**config.mk**
```make
export PLATFORM = sky130hd
export DESIGN_NAME = pna_div
export DESIGN_NICKNAME = d
export VERILOG_FILES = /design/src/hdl/pna_pkg.sv /design/src/hdl/pna_div.sv
export SDC_FILE = /design/constraint.sdc
export NUM_CORES = 2
export LEC_CHECK = 0
export BUFFER_PORTS_ARGS = -buffer_cell sky130_fd_sc_hd__buf_2
export CAP_MARGIN = 40
export CORE_MARGIN = 3
export CORE_UTILIZATION = 45
export CTS_BUF_LIST = sky130_fd_sc_hd__clkbuf_16
export DETAILED_ROUTE_END_ITERATION = 12
export GPL_TIMING_DRIVEN = 0
export SLEW_MARGIN = 0
export SYNTH_ARGS = -nofsm -noshare
export SYNTH_HDL_FRONTEND = slang
export SYNTH_SLANG_ARGS = --single-unit
```
**constraint.sdc**
```tcl
create_clock -name clk -period 12 [get_ports clk]
set_input_delay 3 -clock clk [delete_from_list [all_inputs] [get_ports clk]]
set_output_delay 3 -clock clk [all_outputs]
set_load 0.05 [all_outputs]
```
**src/hdl/pna_pkg.sv**
```systemverilog
// ---------------------------------------------------------------------------
// pna_pkg: shared types and constants for the photometric normal/albedo block
// Field layouts of the input and result words, datapath widths and codes.
// ---------------------------------------------------------------------------
package pna_pkg;

	localparam int MAX_LIGHTS_DEF = 8;
	localparam int LANES          = 8;

	localparam int COEF_W  = 32;
	localparam int INT_W   = 8;
	localparam int PROD_W  = 40;             // coef * intensity, signed
	localparam int B_W     = 43;             // solved vector component, signed
	localparam int MAG_W   = 42;             // its magnitude
	localparam int HALF_W  = MAG_W / 2;
	localparam int SQP_W   = 2 * HALF_W;     // partial square
	localparam int SQ_W    = 2 * MAG_W;      // full square
	localparam int S_W     = 86;             // sum of three squares
	localparam int ROOT_W  = S_W / 2;
	localparam int REM_W   = ROOT_W + 2;
	localparam int SQ_PER  = 2;              // root bits per stage
	localparam int SQ_ST   = (ROOT_W + SQ_PER - 1) / SQ_PER;
	localparam int ALB_W   = 32;
	localparam int NRM_W   = 16;
	localparam int NRM_SH  = 15;
	localparam int Q_W     = 16;
	localparam int DIV_W   = 59;
	localparam int DIV_PER = 2;              // quotient bits per stage
	localparam int DIV_ST  = Q_W / DIV_PER;
	localparam int ALB_SH  = 8;

	localparam logic [Q_W-1:0]   NRM_MAX = 16'd32767;
	localparam logic [1:0]       ROW_Z   = 2'd2;

	localparam logic             OP_LOAD  = 1'b0;
	localparam logic             OP_PIXEL = 1'b1;

	localparam int               CFG_IDX_W   = 1;
	localparam logic [CFG_IDX_W-1:0] CFG_LIGHTS  = 1'b0;
	localparam logic [CFG_IDX_W-1:0] CFG_ALB_MIN = 1'b1;
	localparam int               CFG_W       = 32;
	localparam logic [3:0]       LIGHTS_RST  = 4'd8;

	typedef struct packed {
		logic              opcode;
		logic [1:0]        coef_row;
		logic [2:0]        coef_col;
		logic signed [31:0] coef_value;
		logic [7:0]        intensity_0;
		logic [7:0]        intensity_1;
		logic [7:0]        intensity_2;
		logic [7:0]        intensity_3;
		logic [7:0]        intensity_4;
		logic [7:0]        intensity_5;
		logic [7:0]        intensity_6;
		logic [7:0]        intensity_7;
	} in_word_t;

	typedef struct packed {
		logic signed [15:0] normal_x;
		logic signed [15:0] normal_y;
		logic signed [15:0] normal_z;
		logic [31:0]        albedo;
		logic               normal_valid;
	} out_word_t;

	typedef logic [2:0][B_W-1:0] bvec_t;

	typedef struct packed {
		logic [2:0]            neg;
		logic [2:0][MAG_W-1:0] mag;
	} vec_t;

	typedef struct packed {
		logic             hit;
		logic [ALB_W-1:0] alb;
		logic [2:0]       neg;
	} side_t;

endpackage

```
**src/hdl/pna_div.sv**
```systemverilog
// ---------------------------------------------------------------------------
// pna_div: pipelined unsigned divider for one normal component
// Restoring long division, a fixed number of quotient bits per stage.
// ---------------------------------------------------------------------------
module pna_div (
	input  logic                       clk,
	input  logic                       adv,
	input  logic [pna_pkg::DIV_W-1:0]  dvd,
	input  logic [pna_pkg::ROOT_W-1:0] dvs,
	output logic [pna_pkg::Q_W-1:0]    quo
);
	import pna_pkg::*;

	logic [DIV_W-1:0]  rem_s [DIV_ST+1];
	logic [ROOT_W-1:0] dvs_s [DIV_ST+1];
	logic [Q_W-1:0]    quo_s [DIV_ST+1];

	assign rem_s[0] = dvd;
	assign dvs_s[0] = dvs;
	assign quo_s[0] = '0;

	for (genvar g = 0; g < DIV_ST; g++) begin : g_st
		logic [DIV_W-1:0] rem_n;
		logic [Q_W-1:0]   quo_n;

		always_comb begin
			logic [DIV_W-1:0] t;
			rem_n = rem_s[g];
			quo_n = quo_s[g];
			for (int j = 0; j < DIV_PER; j++) begin
				t = DIV_W'(dvs_s[g]) << (Q_W - 1 - (g * DIV_PER + j));
				if (rem_n >= t) begin
					rem_n = rem_n - t;
					quo_n = {quo_n[Q_W-2:0], 1'b1};
				end else begin
					quo_n = {quo_n[Q_W-2:0], 1'b0};
				end
			end
		end

		always_ff @(posedge clk) begin
			if (adv) begin
				rem_s[g+1] <= rem_n;
				dvs_s[g+1] <= dvs_s[g];
				quo_s[g+1] <= quo_n;
			end
		end
	end

	assign quo = quo_s[DIV_ST];

endmodule

```
# [Word-level counts from Yosys, hierarchy flattened]
# Cells that the tools add are included.
# W data, S select, Z words.
[classes] n_mux=31 add_sub_neg=15 magnitude_cmp=16
[ops] cell="$mux W59" n=15
[ops] cell="$ge A59 B43 Y1" n=1
[ops] cell="$ge A59 B44 Y1" n=1
[ops] cell="$ge A59 B45 Y1" n=1
[ops] cell="$ge A59 B46 Y1" n=1
[ops] cell="$ge A59 B47 Y1" n=1
[ops] cell="$ge A59 B48 Y1" n=1
[ops] cell="$ge A59 B49 Y1" n=1
[ops] cell="$ge A59 B50 Y1" n=1
[ops] cell="$ge A59 B51 Y1" n=1
[ops] cell="$ge A59 B52 Y1" n=1
[ops] cell="$ge A59 B53 Y1" n=1
[ops] cell="$ge A59 B54 Y1" n=1
[ops] cell="$ge A59 B55 Y1" n=1
[ops] cell="$ge A59 B56 Y1" n=1
[ops] cell="$ge A59 B57 Y1" n=1
[ops] cell="$ge A59 B58 Y1" n=1
[ops] cell="$sub A59 B44 Y59" n=1
[ops] cell="$sub A59 B45 Y59" n=1
[ops] cell="$sub A59 B46 Y59" n=1
[ops] cell="$sub A59 B47 Y59" n=1
[ops] cell="$sub A59 B48 Y59" n=1
[ops] cell="$sub A59 B49 Y59" n=1
[ops] cell="$sub A59 B50 Y59" n=1
[ops] cell="other kinds (9)" n=24
[totals] out_inout_bits=16 ff_bits=786 word_cells=84

# [Depth between registers and ports, before layout]
[logic_depth] depth_word=4 ltp_mapped=34 depth_no_buf=29

# [Worst setup path after synthesis]
# OpenSTA, ideal clock, no wires.
[synth_timing] kind="in2reg" startpoint="input port dvd[15] (netlist name)" endpoint="register rem_s[446] (netlist name), data pin" n_path_buf=3 slack_ns=2.689 arrival_ns=9.052 stages=30 setup_ns=0.260 path_cell_list="inv_1 > ha_1 > inv_1 > fa_1 > a211oi_1 > o211ai_1 > a221oi_1 > nand3b_1 > a41oi_1 > o21ai_0 > o41a_1 > a31o_2 > buf_1 > clkbuf_1 > nand2_1 > o21ai_0 > ha_1 > a21oi_1 > o21ai_0 > nor4_1 > o31a_1 > o31a_1 > o31ai_1 > a21oi_1 > o21ai_0 > o31ai_1 > o21ai_0 > nand4bb_1 > buf_1 > mux2_2"
[synth_between] elab_chain_len=4 elab_cells_between_ends=6 cone_classes="add/sub (2); order compare (2); mux (2)"
[synth_lines] item="start, declared" line="pna_div.sv:8" rtl="input logic [pna_pkg::DIV_W-1:0] dvd,"
[synth_lines] item="$sub A59 B58 Y59 / $ge A59 B58 Y1 (equally long branches)" line="pna_div.sv:33, pna_div.sv:32"
[synth_lines] item="$mux W59 *" line="pna_div.sv:32" rtl="if (rem_n >= t) begin"
[synth_lines] item="$sub A59 B57 Y59 / $ge A59 B57 Y1 (equally long branches)" line="pna_div.sv:33, pna_div.sv:32"
[synth_lines] item="$mux W59 *" line="pna_div.sv:32"
[synth_lines] item="via g_st[0].rem_n[33]" line="pna_div.sv:23" rtl="logic [DIV_W-1:0] rem_n;"
[synth_lines] item="end signal, assigned by index" line="pna_div.sv:43" rtl="rem_s[g+1] <= rem_n;"
[synth_lines] item="end, declared" line="pna_div.sv:14" rtl="logic [DIV_W-1:0] rem_s [DIV_ST+1];"
# Mark *: on every way through the listed nets, which the timed path passes. The rest lies on a longest branch.
# A chain may end at the register's enable or synchronous reset.

# [Worst setup path after layout]
[layout_timing] startpoint="input port dvd[15] (netlist name)" endpoint="register rem_s[468] (netlist name), data pin"
# Same word-level chain as after synthesis.

==> metrics.yaml <==
route:
  postRouteAntennaNets: 0
  drt_pre_antenna_iters: 8
  wirelength_mm: 242
  num_vias: 61400
  route.detailed.drc: 0
  wl_per_cell_um: 23.3
  vias_per_cell: 5.90
  drtIter0Drc: 4294
synthesis:
  seq_area_frac_synth: 0.335
  ys_types: 89
  yosys.area.top_type_share: 0.335
  synth_edf_count: 786
  ys_top_cells_by_area: "edfxtp_1, ha_1, a21oi_1, xnor2_1, a21o_1"
  synth_ff_type: "edfxtp_1"
  synth-seq-cells: 786
  yosysTopAreaCell: "edfxtp_1"
  synth_nets: 8820
  yosysWarnings: 0
  synth_cells: 8013
  synthesis.area_mm2: 0.0705
  avgSynthCellArea_um2: 8.80
  async_reset_ff_frac: 0
timing:
  rsz0062_at_grt: "false"
  timing.final.crit_share: 0.949
  hold_viol: 0
  min_period_ps: 11390
  finalSetupViolations: 0
  tightest_slew_ps: 945
  fmaxAchievable_mhz: 87.8
  clock_skew_ps: 67.8
  slew_headroom: 0.367
  slew_violations: 0
cells_and_area:
  mostFrequentLayoutCells: "a21oi_1, edfxtp_1, nand2_1"
  drive_above_1_share: 0.0727
  post-route-cell-area_mm2: 0.0776
  nets: 9099
  areaGrowthSynthToFinish_pct: 10.1
  layout_commonest_cell: "a21oi_1"
  fin_cells: 10400
power:
  power_density_mw_per_mm2: 349
  ir_worst_vdd_uv: 234
  p_total_mw: 27.0
  total_leakage_power_nw: 32.0
critical_path:
  slowest_stage: "a221oi_1"
  critPathMaxStageDelay_ps: 660
  arrival_ps: 11880
  worstSetupPathType: "in2reg"
  worst_ep_required_time_ps: 12490
  cpMostUsedCell: "o21ai_0"
  cp-end-kind: "register"
  crit_path_start_kind: "primary input"
  cp_max_fo: 10
die:
  rows: 144
  die_y_um: 402
  io_pins: 120
  initial_core_util: 0.455
  die_w_um: 402
  die-area_mm2: 0.161
  core_area_mm2: 0.155
status:
  status: "finished, final reports clean"
cts:
  cts_sinks: 786
  cts_root_buf: "clkbuf_16"
  clockBufferDepth: 3
  cts.clk_slew.worst_paths_ps: 60
  clk_latency_ps: 760
  htreeDepth: 3
  cts_tree: "built"
  cts_buffers: 91
placement:
  dpl_cell_area_mm2: 0.0744
  gp_congestion: 0.960
  port_buffers: 119
  place_inst: 10200
  dp_hpwl_mm: 204
worst_hold_path:
  hold_path_class: "reg2reg"
global_routing:
  grt_start_max_net_pins: 129
  antenna_found_initial: 3
  grt_pass1_vias: 61200
  grt_pass1_wl_mm: 364
  gr-usage-all-layers: 0.292
  grt_overflow: 0
flow_run:
  drv_cap: 0
## logic make-up (layout without fill, tap and decap cells)
logic type,after synthesis,count (layout),share of synthesized area
flip-flops,786,786,0.335
XOR/XNOR,646,646,0.0803
multiplexers,199,199,0.0315
AND/OR/NAND/NOR,2332,2332,0.158
AO/OA/AOI/OAI,2542,2542,0.225
adder cells (fa/ha/maj),703,703,0.126
other,0,3,0
buffers and inverters,805,1156,0.0437
## metal layers
layer,wire length [µm],track usage
met1,95600,0.329
met2,120000,0.528
met3,8370,0.0272
met4,18100,0.190
met5,11,0
## metrics by stage
step / setup TNS (ps) / utilization / setup slack, ps / hold WS, ps
6_report: 0 / 0.501 / 613 / 374
3_3_place_gp: -3130100 / 0.476 / -4220 / 400
2_1_floorplan: 0 / - / 2690 / 400
4_1_cts: 0 / 0.501 / 139 / 360
5_1_grt: 0 / 0.501 / 34.1 / 382
3_5_place_dp: -6240 / 0.481 / -549 / 405
## final cells by class
cell class	count	area (µm²)
Buffer	248	991
Tap cell	2044	2560
Inverter	557	2090
Sequential cell	786	23600
Timing Repair Buffer	186	1380
Multi-Input combinational cell	6422	43800
Antenna cell	3	7.51
Fill cell	14900	77200
Clock buffer	91	2280
Clock inverter	74	853
## final timing paths
kind / endpoint / start / slack [ps] / depth (start not counted)
max: rem_s[468] / dvd[15] / 610 / 33
min: quo_s[83] / quo_s[97] / 370 / 0
max reg2reg: rem_s[405] / rem_s[426] / 1020 / 36
min reg2reg: quo_s[83] / quo_s[97] / 370 / 0
## power by group
part,internal [mW],switching (mW)
combinational,7.92,11.1
sequential,4.54,0.619
clock,1.64,1.22
## registers in the layout (all words and copies together) (netlist names)
signal  count
dvs_s     301
quo        16
quo_s      56
rem_s     413
## synthesized netlist by cell type (21+ instances only)
cell type,n
mux2_2,182
o21bai_1,115
or4_1,21
xor2_1,218
a31oi_1,54
a211oi_1,89
a21o_1,371
inv_1,555
nand4_1,166
o21a_1,84
or2_2,28
nor2_1,656
o31ai_1,59
o21ai_1,45
a21oi_1,850
nor2b_1,89
xnor2_1,428
nand3_1,143
o211ai_1,51
or3_1,44
nand2_1,697
clkbuf_1,205
nand2b_1,86
edfxtp_1,786
and3_1,62
nor4_1,71
o21ai_0,529
nor3_1,131
ha_1,688
a21boi_0,26
and2_1,40
## what timing repair did
item / 4_1_cts / 5_1_grt
buffers inserted: 0 / 0
setup endpoints to repair: 0 / 23
hold buffers: 0 / 0
resized for setup: 0 / 7
## critical path, delay by kind of cell
family / cells / cell delay [ps]
AOI/OAI and AO/OA: 18 / 4930
adders and majority gates: 3 / 870
buffers and inverters: 7 / 2150
and+or+nand+nor: 5 / 880
(Power assumes the default switching activity.)
